**src/rtl/pit_pkg.sv**
```systemverilog
package pit_pkg;

  // Operation codes carried by each request.
  typedef enum logic [1:0] {
    OP_READ  = 2'd0,
    OP_WRITE = 2'd1,
    OP_TICK  = 2'd2,
    OP_CLEAR = 2'd3
  } op_t;

  // Register byte offsets.
  localparam logic [11:0] OFS_COUNT  = 12'h000;
  localparam logic [11:0] OFS_PERIOD = 12'h004;
  localparam logic [11:0] OFS_ENABLE = 12'h008;
  localparam logic [11:0] OFS_CLEAR  = 12'h00C;

  localparam int unsigned COUNT_W  = 64;
  localparam int unsigned PERIOD_W = 32;
  localparam int unsigned IDX_W    = $clog2(COUNT_W);
  localparam logic [IDX_W-1:0] DIV_FIRST_IDX = IDX_W'(COUNT_W - 1);

  typedef enum logic {
    ST_IDLE,
    ST_DIV
  } state_t;

  // Controller to datapath.
  typedef struct packed {
    logic accept;
    logic div_start;
    logic div_step;
  } cmd_t;

  // Datapath to controller.
  typedef struct packed {
    logic div_req;
    logic div_last;
  } sts_t;

endpackage

```
**src/rtl/pit_ctrl.sv**
```systemverilog
module pit_ctrl
  import pit_pkg::*;
(
  input  logic clk,
  input  logic rst_n,
  input  logic in_valid,
  output logic in_stall,
  output logic out_valid,
  input  logic out_stall,
  input  sts_t sts,
  output cmd_t cmd
);

  state_t state_r, state_nxt;
  logic   out_valid_r, out_valid_nxt;

  always_comb begin
    state_nxt = state_r;
    case (state_r)
      ST_IDLE: begin
        if (cmd.div_start) begin
          state_nxt = ST_DIV;
        end
      end
      ST_DIV: begin
        if (sts.div_last) begin
          state_nxt = ST_IDLE;
        end
      end
      default: state_nxt = ST_IDLE;
    endcase
  end

  always_comb begin
    in_stall      = 1'b1;
    cmd.div_step  = 1'b0;
    case (state_r)
      ST_IDLE: in_stall = out_valid_r && out_stall;
      ST_DIV:  cmd.div_step = 1'b1;
      default: in_stall = 1'b1;
    endcase
    cmd.accept    = in_valid && !in_stall;
    cmd.div_start = cmd.accept && sts.div_req;
  end

  always_comb begin
    out_valid_nxt = out_valid_r && out_stall;
    if (cmd.accept) begin
      out_valid_nxt = 1'b1;
    end
  end

  assign out_valid = out_valid_r;

  always_ff @(posedge clk) begin
    if (!rst_n) begin
      state_r     <= ST_IDLE;
      out_valid_r <= 1'b0;
    end else begin
      state_r     <= state_nxt;
      out_valid_r <= out_valid_nxt;
    end
  end

  // No request may enter while the remainder is being worked out.
  a_no_accept_in_div: assert property (@(posedge clk) disable iff (!rst_n)
    (state_r == ST_DIV) |-> !cmd.accept)
    else $error("request accepted during remainder division");

  a_start_enters_div: assert property (@(posedge clk) disable iff (!rst_n)
    cmd.div_start |=> (state_r == ST_DIV))
    else $error("division start did not enter the divide state");

  a_last_leaves_div: assert property (@(posedge clk) disable iff (!rst_n)
    (state_r == ST_DIV) && sts.div_last |=> (state_r == ST_IDLE))
    else $error("divide state not left after the last step");

endmodule

```
**src/rtl/pit_datapath.sv**
```systemverilog
module pit_datapath
  import pit_pkg::*;
(
  input  logic        clk,
  input  logic        rst_n,
  input  logic [1:0]  in_opcode,
  input  logic [11:0] in_offset,
  input  logic [31:0] in_write_data,
  input  cmd_t        cmd,
  output sts_t        sts,
  output logic [31:0] out_read_data,
  output logic        out_bad_offset,
  output logic        out_irq_pending
);

  logic [COUNT_W-1:0]  count_r, count_nxt;
  logic [PERIOD_W-1:0] period_r, period_nxt;
  logic                enabled_r, enabled_nxt;
  logic                pending_r, pending_nxt;
  logic [PERIOD_W-1:0] residue_r, residue_nxt;
  logic [PERIOD_W-1:0] rem_r, rem_nxt;
  logic [IDX_W-1:0]    idx_r, idx_nxt;
  logic [31:0]         rd_r, rd_nxt;
  logic                bad_r, bad_nxt;
  logic                irq_r;

  logic [PERIOD_W:0]   rem_sh;
  logic [PERIOD_W-1:0] rem_sub;
  logic [PERIOD_W-1:0] rem_step;
  logic [PERIOD_W-1:0] residue_inc;
  op_t                 op;

  assign op = op_t'(in_opcode);

  // One restoring step of count mod period, most significant bit first.
  // The difference is only taken when it is below the period, so its low
  // bits are all that is needed.
  assign rem_sh   = {rem_r, count_r[idx_r]};
  assign rem_sub  = rem_sh[PERIOD_W-1:0] - period_r;
  assign rem_step = (rem_sh >= {1'b0, period_r}) ? rem_sub
                                                 : rem_sh[PERIOD_W-1:0];

  assign residue_inc = residue_r + PERIOD_W'(1);

  assign sts.div_req  = (op == OP_WRITE) && (in_offset == OFS_PERIOD) &&
                        (in_write_data != 32'd0);
  assign sts.div_last = (idx_r == '0);

  always_comb begin
    count_nxt   = count_r;
    period_nxt  = period_r;
    enabled_nxt = enabled_r;
    pending_nxt = pending_r;
    residue_nxt = residue_r;
    rem_nxt     = rem_r;
    idx_nxt     = idx_r;
    rd_nxt      = 32'd0;
    bad_nxt     = 1'b0;

    if (cmd.accept) begin
      case (op)
        OP_READ: begin
          case (in_offset)
            OFS_COUNT:  rd_nxt = count_r[31:0];
            OFS_PERIOD: rd_nxt = period_r;
            OFS_ENABLE: rd_nxt = {31'd0, enabled_r};
            OFS_CLEAR:  rd_nxt = 32'd0;
            default:    bad_nxt = 1'b1;
          endcase
        end
        OP_WRITE: begin
          case (in_offset)
            OFS_COUNT: begin
            end
            OFS_PERIOD: begin
              period_nxt  = in_write_data;
              residue_nxt = '0;
            end
            OFS_ENABLE: enabled_nxt = in_write_data[0];
            OFS_CLEAR:  pending_nxt = 1'b0;
            default:    bad_nxt = 1'b1;
          endcase
        end
        OP_TICK: begin
          if (enabled_r) begin
            count_nxt = count_r + COUNT_W'(1);
            if (&count_r) begin
              // Wrap to zero, which is a multiple of every period.
              residue_nxt = '0;
              if (period_r != '0) begin
                pending_nxt = 1'b1;
              end
            end else if (period_r != '0) begin
              if (residue_inc == period_r) begin
                residue_nxt = '0;
                pending_nxt = 1'b1;
              end else begin
                residue_nxt = residue_inc;
              end
            end
          end
        end
        OP_CLEAR: pending_nxt = 1'b0;
        default: begin
        end
      endcase
    end

    if (cmd.div_start) begin
      rem_nxt = '0;
      idx_nxt = DIV_FIRST_IDX;
    end else if (cmd.div_step) begin
      rem_nxt = rem_step;
      idx_nxt = idx_r - IDX_W'(1);
      if (sts.div_last) begin
        residue_nxt = rem_step;
      end
    end
  end

  always_ff @(posedge clk) begin
    if (!rst_n) begin
      count_r   <= '0;
      period_r  <= '0;
      enabled_r <= 1'b0;
      pending_r <= 1'b0;
      residue_r <= '0;
    end else begin
      count_r   <= count_nxt;
      period_r  <= period_nxt;
      enabled_r <= enabled_nxt;
      pending_r <= pending_nxt;
      residue_r <= residue_nxt;
    end
  end

  always_ff @(posedge clk) begin
    rem_r <= rem_nxt;
    idx_r <= idx_nxt;
    if (cmd.accept) begin
      rd_r  <= rd_nxt;
      bad_r <= bad_nxt;
      irq_r <= pending_nxt;
    end
  end

  assign out_read_data   = rd_r;
  assign out_bad_offset  = bad_r;
  assign out_irq_pending = irq_r;

endmodule

```
**src/rtl/periodic_interval_timer.sv**
```systemverilog
// A result is registered and presented in the cycle after its request is accepted.
// Throughput: one request per cycle unless a result waits on a stalling receiver;
// a write of a nonzero period holds off further requests while the new residue
// is found by a one-bit-per-cycle restoring divider.
// Reset (synchronous, active low) clears count, period, enable, pending flag
// and residue at once; there is no clearing pass.
module periodic_interval_timer
  import pit_pkg::*;
(
  input  logic        clk,
  input  logic        rst_n,
  input  logic        in_valid,
  output logic        in_stall,
  input  logic [1:0]  in_opcode,
  input  logic [11:0] in_offset,
  input  logic [31:0] in_write_data,
  output logic        out_valid,
  input  logic        out_stall,
  output logic [31:0] out_read_data,
  output logic        out_bad_offset,
  output logic        out_irq_pending
);

  // The timer keeps the tick count modulo the period as a running residue,
  // so a tick needs only an increment and an equality compare rather than a
  // full 64-by-32 remainder. When the 64-bit count wraps to zero the residue
  // restarts at zero as well, since zero is a multiple of any period.
  //
  // Changing the period invalidates the residue. A write of a nonzero period
  // therefore hands the current count to a restoring divider that produces
  // one remainder bit per cycle over the 64 count bits. The result of that write
  // request is delivered straight away, and further requests are held off
  // until the new residue is in place. Ticks cannot arrive meanwhile, so the
  // count stays steady under the divider.
  //
  // The output register separates the two sides: a new request is taken
  // while the previous result is being collected, and held off only when a
  // result is waiting and the receiver is stalling, or while the divider runs.

  cmd_t cmd;
  sts_t sts;

  pit_ctrl u_ctrl (
    .clk       (clk),
    .rst_n     (rst_n),
    .in_valid  (in_valid),
    .in_stall  (in_stall),
    .out_valid (out_valid),
    .out_stall (out_stall),
    .sts       (sts),
    .cmd       (cmd)
  );

  pit_datapath u_datapath (
    .clk             (clk),
    .rst_n           (rst_n),
    .in_opcode       (in_opcode),
    .in_offset       (in_offset),
    .in_write_data   (in_write_data),
    .cmd             (cmd),
    .sts             (sts),
    .out_read_data   (out_read_data),
    .out_bad_offset  (out_bad_offset),
    .out_irq_pending (out_irq_pending)
  );

endmodule
```
**config.mk**
```make
export PLATFORM = sky130hd
export DESIGN_NAME = periodic_interval_timer
export DESIGN_NICKNAME = d
export VERILOG_FILES = /design/src/rtl/pit_pkg.sv /design/src/rtl/pit_ctrl.sv /design/src/rtl/pit_datapath.sv /design/src/rtl/periodic_interval_timer.sv
export SDC_FILE = /design/constraint.sdc
export NUM_CORES = 1
export LEC_CHECK = 0
export ABC_AREA = 1
export BUFFER_PORTS_ARGS = -buffer_cell sky130_fd_sc_hd__buf_2
export CELL_PAD_IN_SITES_DETAIL_PLACEMENT = 1
export CELL_PAD_IN_SITES_GLOBAL_PLACEMENT = 2
export CORE_MARGIN = 3
export CORE_UTILIZATION = 31
export CTS_CLUSTER_SIZE = 25
export DETAILED_ROUTE_END_ITERATION = 8
export PLACE_DENSITY_LB_ADDON = 0.1
export SLEW_MARGIN = 20
export SYNTH_ARGS = -nofsm -noshare
export SYNTH_HDL_FRONTEND = slang
export SYNTH_SLANG_ARGS = --single-unit
```
**constraint.sdc**
```tcl
create_clock -name clk -period 3.7 [get_ports clk]
set_input_delay 0.555 -clock clk [delete_from_list [all_inputs] [get_ports clk]]
set_output_delay 0.555 -clock clk [all_outputs]
set_load 0.05 [all_outputs]
```
# After elaboration in Yosys (flattened, before gate mapping)
# Index checks and enable logic that the tools add are counted.
[word_totals]
ff_bits = 204
latch_bits = 0
ramBits = 0
mem_bits_ro = 0
input_bits = 50
output_inout_bits = 36
wordCells = 72
memories = 0
[classes]
n_addsub = 4
n_mul = 0
div_mod_pow = 0
order_cmp = 2
eq_ne = 7
n_shift = 0
mux = 29
n_bitwise = 1
reduce_logical = 17
[ops]
columns = ["cell", "count"]
rows = [
  ["32-bit 2-to-1 mux", 10],
  ["32-bit case mux with 3 select lines", 1],
  ["64-bit by 1-bit adder with 64-bit output (second input constant)", 1],
  ["32-bit case mux with 2 select lines", 1],
  ["64-bit AND reduction", 1],
  ["32-bit nonzero test", 2],
  ["33-bit by 32-bit >= comparator with 1-bit output", 1],
  ["32-bit by 1-bit adder with 32-bit output (second input constant)", 1],
  ["32-bit equality test", 1],
  ["32-bit subtractor", 1],
  ["12-bit by 4-bit equality test with 1-bit output (second input constant)", 2],
  ["1-bit 2-to-1 mux", 14],
  ["12-bit by 3-bit equality test with 1-bit output (second input constant)", 1],
  ["12-bit logical NOT", 1],
  ["3-bit AND reduction", 3],
  ["6-bit by 7-bit < comparator with 1-bit output (second input constant)", 1],
  ["1-bit binary-select mux with 6-bit select", 1],
  ["6-bit logical NOT", 1],
  ["6-bit by 1-bit subtractor with 6-bit output (second input constant)", 1],
  ["1-bit logical AND", 5],
  ["2-bit equality test (second input constant)", 2],
  ["4-bit OR reduction", 1],
  ["1-bit case mux with 3 select lines", 1],
  ["2-bit by 1-bit equality test with 1-bit output (second input constant)", 1],
  ["other kinds (5)", 5],
]

# Logic depth before layout (Yosys ltp)
[depth]
ltp_word = 11
ltp_mapped = 26
mapped_depth_nobuf = 24

# Cells and area by module
# From an unflattened synthesis, not the netlist that was laid out.
[hier_totals]
hier_cells = 2496
area_unflattened_um2 = 15192.1
[modules_own_cells]
columns = ["module", "instances", "cells_each", "area_each_um2", "seq_area_each_um2"]
rows = [
  ["pit_datapath", 1, 2480, 15084.5, 4384.2],
  ["pit_ctrl", 1, 16, 107.6, 40.0],
]

# Least setup slack after synthesis
# Ideal clock, no wire load.
[synth_timing]
path_type = "register to register"
from = "reg u_datapath.idx_r[1]"
to = "reg u_datapath.residue_r[28]"
setup_time_ns = 0.070
arrival_ns = 3.577
t_required_ns = 3.630
setup_slack_ns = 0.053
stages_incl_launch_ff = 25
n_path_buf = 2
period_less_slack_ns = 3.647
cell_sequence = "dfxtp_1 > clkbuf_1 > clkinv_1 > clkbuf_1 > o21ai_0 > a21oi_1 > o311ai_0 > nand3_1 > nand2_1 > ha_1 > inv_1 > fa_1 > nand3_1 > nand2_1 > a21oi_1 > o21ai_0 > a21oi_1 > o21ai_0 > nand2_1 > nand2_1 > nand2_1 > nand3_1 > nand3_1 > nand2_1 > a21oi_1"
[synth_between]
elab_chain_len = 7
elab_cells_between_ends = 9
classes_between = "add/sub: 1; order compare: 1; mux: 6; reduce/logical: 1"
[synth_lines]
columns = ["item", "line_no", "source"]
rows = [
  ["from (decl)", "pit_datapath.sv:22", "logic [IDX_W-1:0] idx_r, idx_nxt;"],
  ["from (signal assigned)", "pit_datapath.sv:139", "idx_r <= idx_nxt;"],
  ["1-bit binary-select mux with 6-bit select", "pit_datapath.sv:38", "assign rem_sh = {rem_r, count_r[idx_r]};"],
  ["1-bit 2-to-1 mux (implied by the code)", "pit_datapath.sv:38", ""],
  ["32-bit subtractor or 33-bit by 32-bit >= comparator with 1-bit output (tied branches)", "pit_datapath.sv:39, pit_datapath.sv:40", ""],
  ["32-bit 2-to-1 mux", "pit_datapath.sv:40", "assign rem_step = (rem_sh >= {1'b0, period_r}) ? rem_sub"],
  ["32-bit 2-to-1 mux *", "pit_datapath.sv:115", "if (sts.div_last) begin"],
  ["32-bit 2-to-1 mux *", "pit_datapath.sv:112", "end else if (cmd.div_step) begin"],
  ["32-bit 2-to-1 mux *", "pit_datapath.sv:109", "if (cmd.div_start) begin"],
  ["to (signal assigned)", "pit_datapath.sv:133", "residue_r <= residue_nxt;"],
  ["to (decl)", "pit_datapath.sv:20", "logic [PERIOD_W-1:0] residue_r, residue_nxt;"],
]
# Every way passes the cells marked *; elsewhere a longest branch is shown, timed or not. The select of a mux whose other input is x is not followed.
# A chain may end at the register's enable or synchronous reset.

# Final worst setup path
[layout_timing]
from = "reg u_datapath.idx_r[0]"
to = "reg u_datapath.residue_r[26]"
# The elaborated chain is that of the path after synthesis.

==> impl_metrics.env <==
export IMPL_ys_ff_latch=204
export IMPL_hold_path_class="primary input to flop"
export IMPL_clock_sinks=204
export IMPL_drc=0
export IMPL_fp_coreArea_sq_um=45700
export IMPL_grt_pass1_vias=16711
export IMPL_synth_seq_area_share_pct=30.7
export IMPL_gp_congestion=0.948
export IMPL_synth_flop_cell="dfxtp_1"
export IMPL_fmax_ghz=0.287
export IMPL_hold_depth=3
export IMPL_drive_gt1_share_pct=13.7
export IMPL_status="finished clean"
export IMPL_wl_per_cell_microns=22.6
export IMPL_syn_to_final_growth_pct=21.2
export IMPL_antenna_found_initial=0
export IMPL_yosys_area_share_simple_pct=33.8
export IMPL_synth_async_reset_ratio_pct=0
export IMPL_path_clk_slew_ns=0.06
export IMPL_yosysWarningCount=0
export IMPL_synth_distinct_cells=54
export IMPL_wirelength_microns=69500
export IMPL_first_pass_iters=5
export IMPL_path_max_fanout=17
export IMPL_final_cell_mix="563 x nand2_1, 260 x inv_1, 223 x nor2_1"
export IMPL_grt_overflow=0
export IMPL_synth_compound_area_share_pct=20.1
export IMPL_vias=16770
export IMPL_grt_pass1_wl_microns=104000
export IMPL_setup_violations=0
export IMPL_finalCriticalPeriod_ns=3.49
export IMPL_maxSlewViolCount=0
export IMPL_antenna_cells=0
export IMPL_place_area_sq_um=16300
export IMPL_initial_core_util_pct=31.6
export IMPL_synth_top_family_by_area="simple AND/OR/NAND/NOR gates"
export IMPL_design_area_sq_um=17500
export IMPL_via_per_inst=5.45
export IMPL_finalClockSkew_ns=0.0192
export IMPL_fp_row_count=78
export IMPL_cts_root_buf="clkbuf_16"
export IMPL_critPathLaunchType="flop"
export IMPL_slew_headroom_pct=49.8
export IMPL_synth_fp_nets=2387
export IMPL_worstSetupPathType="flop to flop"
export IMPL_cp_required_ns=4.19
export IMPL_p_leak_nw=6.78
export IMPL_antenna_left=0
export IMPL_worst_ep_arrival_time_ns=3.98
export IMPL_fin_crit_sh_pct=94.2
export IMPL_synth_edf_count=34
export IMPL_avgSynthCellArea_sq_um=6.28
export IMPL_worst_pin_slew_ns=0.753
export IMPL_instances_no_fill=3076
export IMPL_fillers=5993
export IMPL_cts_hold_buf=0
export IMPL_muxShareOfSynthArea_pct=0
export IMPL_drt_initial_drc_count=1095
export IMPL_grt_max_degree=72
export IMPL_vdd_drop_max_v=0.000303
export IMPL_tritoncts="yes"
export IMPL_cts_max_path_buffers=3
export IMPL_whs_ns=0.306
export IMPL_synthAdderAreaFrac_pct=3.52
export IMPL_die_x_microns=222
export IMPL_cts_buffers=27
export IMPL_synth_cell_area_sq_um=14400
export IMPL_endpoint_kind="flop"
export IMPL_cts_htree_levels=1
export IMPL_finalSetupTns_ns=0
export IMPL_reg2reg_depth=26
export IMPL_hold_viol=0
export IMPL_drv_cap=0
export IMPL_io_buffers=85
export IMPL_dp_cells=3021
export IMPL_io_pins=86
export IMPL_dieArea_sq_um=49200
export IMPL_die_h_microns=222
export IMPL_synth_xor_area_share_pct=2.16
export IMPL_clk_latency_ns=0.57
export IMPL_power_density_nw_per_um2=305
export IMPL_grt_usage_pct=27.0
export IMPL_nets=2546
export IMPL_layout_commonest_cell="nand2_1"
export IMPL_synthCells=2297
export IMPL_dp_hpwl_microns=53500
export IMPL_p_total_mw=5.34
[metrics by stage]
stage,util [%],setup slack (ns)
after floorplan,-,0.0532
after global placement,35.7,-0.172
after detailed placement,35.7,-0.164
after CTS,37.7,-0.00767
after global routing,38.3,-0.0278
final,38.3,0.214
[sequential cells by signal (all words and copies together), names as in the netlist]
register	count
u_datapath.out_irq_pending	1
u_datapath.out_read_data	32
u_datapath.rem_r	32
u_ctrl.state_r	1
u_datapath.enabled_r	1
u_datapath.residue_r	32
u_datapath.period_r	32
u_ctrl.out_valid	1
u_datapath.pending_r	1
u_datapath.idx_r	6
u_datapath.out_bad_offset	1
u_datapath.count_r	64
[timing repair]
item                                    4_1_cts  5_1_grt
endpoints found under the setup margin       14       64
gates resized for setup                       9       49
pin swaps                                     1       10
buffers inserted                              0        2
gates cloned                                  0        4
[area by class of cell]
cell class | instances | area, sq um | area share (%)
Sequential cell | 204 | 4430 | 25.3
Clock inverter | 9 | 123 | 0.701
Inverter | 268 | 1010 | 5.79
Clock buffer | 40 | 774 | 4.43
Tap cell | 600 | 751 | 4.29
Multi-Input combinational cell | 1731 | 8720 | 49.9
Timing Repair Buffer | 224 | 1670 | 9.56
[worst paths after layout]
check / slack (ns) / startpoint / endpoint
setup / recovery: 0.21 / u_datapath.idx_r[0]$_SDFFE_PP1P_ / u_datapath.residue_r[26]$_SDFF_PN0_
setup reg to reg: 0.21 / u_datapath.idx_r[0]$_SDFFE_PP1P_ / u_datapath.residue_r[26]$_SDFF_PN0_
hold reg to reg: 0.49 / u_datapath.count_r[35]$_SDFFE_PN0P_ / u_datapath.count_r[35]$_SDFFE_PN0P_
hold / removal: 0.31 / in_write_data[4] / u_datapath.period_r[4]$_SDFFE_PN0P_
[cell usage after synthesis (8+ instances only)]
cell	n	area (sq um)
xnor2_1	9	78.8
nor4_1	37	231
xor2_1	24	210
ha_1	39	488
nand4_1	30	188
edfxtp_1	34	1020
nand2_1	568	2130
a21oi_1	211	1060
o22ai_1	32	200
o21a_1	8	60.1
nor2_2	13	81.3
a31oi_1	35	219
nor3_1	51	255
clkbuf_1	76	285
a211oi_1	30	225
dfxtp_1	170	3400
nand3_1	167	836
inv_1	262	983
o21ai_0	189	946
buf_2	11	55.1
nor2_1	225	845
[cells by family after synthesis]
logic type / after synthesis
XOR/XNOR: 34
AND/OR/NAND/NOR: 1126
adder cells (fa/ha/maj): 40
AO/OA/AOI/OAI: 531
flip-flops: 204
buffers and inverters: 362
[power breakdown]
part	internal, mW	switching, mW	total (mW)
Combinational	0.0919	0.232	0.324
Sequential	2.27	0.00492	2.28
Clock	1.65	1.10	2.74
[metal layers]
metal  part of all wire, %  routed length (microns)  global-route usage, %  vias to the layer above
met3                   4.9                     3430                   2.57                       82
met5                     0                        0                      0                        -
li1                      -                        -                      -                     8047
met4                   2.3                     1630                   5.37                        0
met1                    48                    33200                   39.2                     8214
met2                    45                    31200                   43.9                      427
[worst max-delay path: stages, from the launching register on]
cell,delay [ns]
dfxtp_4,0.38
clkbuf_16,0.19
a21oi_1,0.11
o21ai_0,0.09
nand3_1,0.15
nand3_1,0.12
o2111ai_1,0.09
nand3_1,0.14
nand2_1,0.12
ha_2,0.16
inv_1,0.06
fa_2,0.36
nand3_2,0.09
nand2_2,0.08
a21oi_4,0.19
o21ai_2,0.10
buf_6,0.14
nand3_1,0.08
nand2_2,0.07
buf_4,0.15
nand4_1,0.09
nand2_1,0.07
nand2_1,0.08
nand3_2,0.09
nand3_1,0.07
nand2_1,0.05
a21oi_1,0.12
No activity file was read; power rests on OpenSTA's default activity.
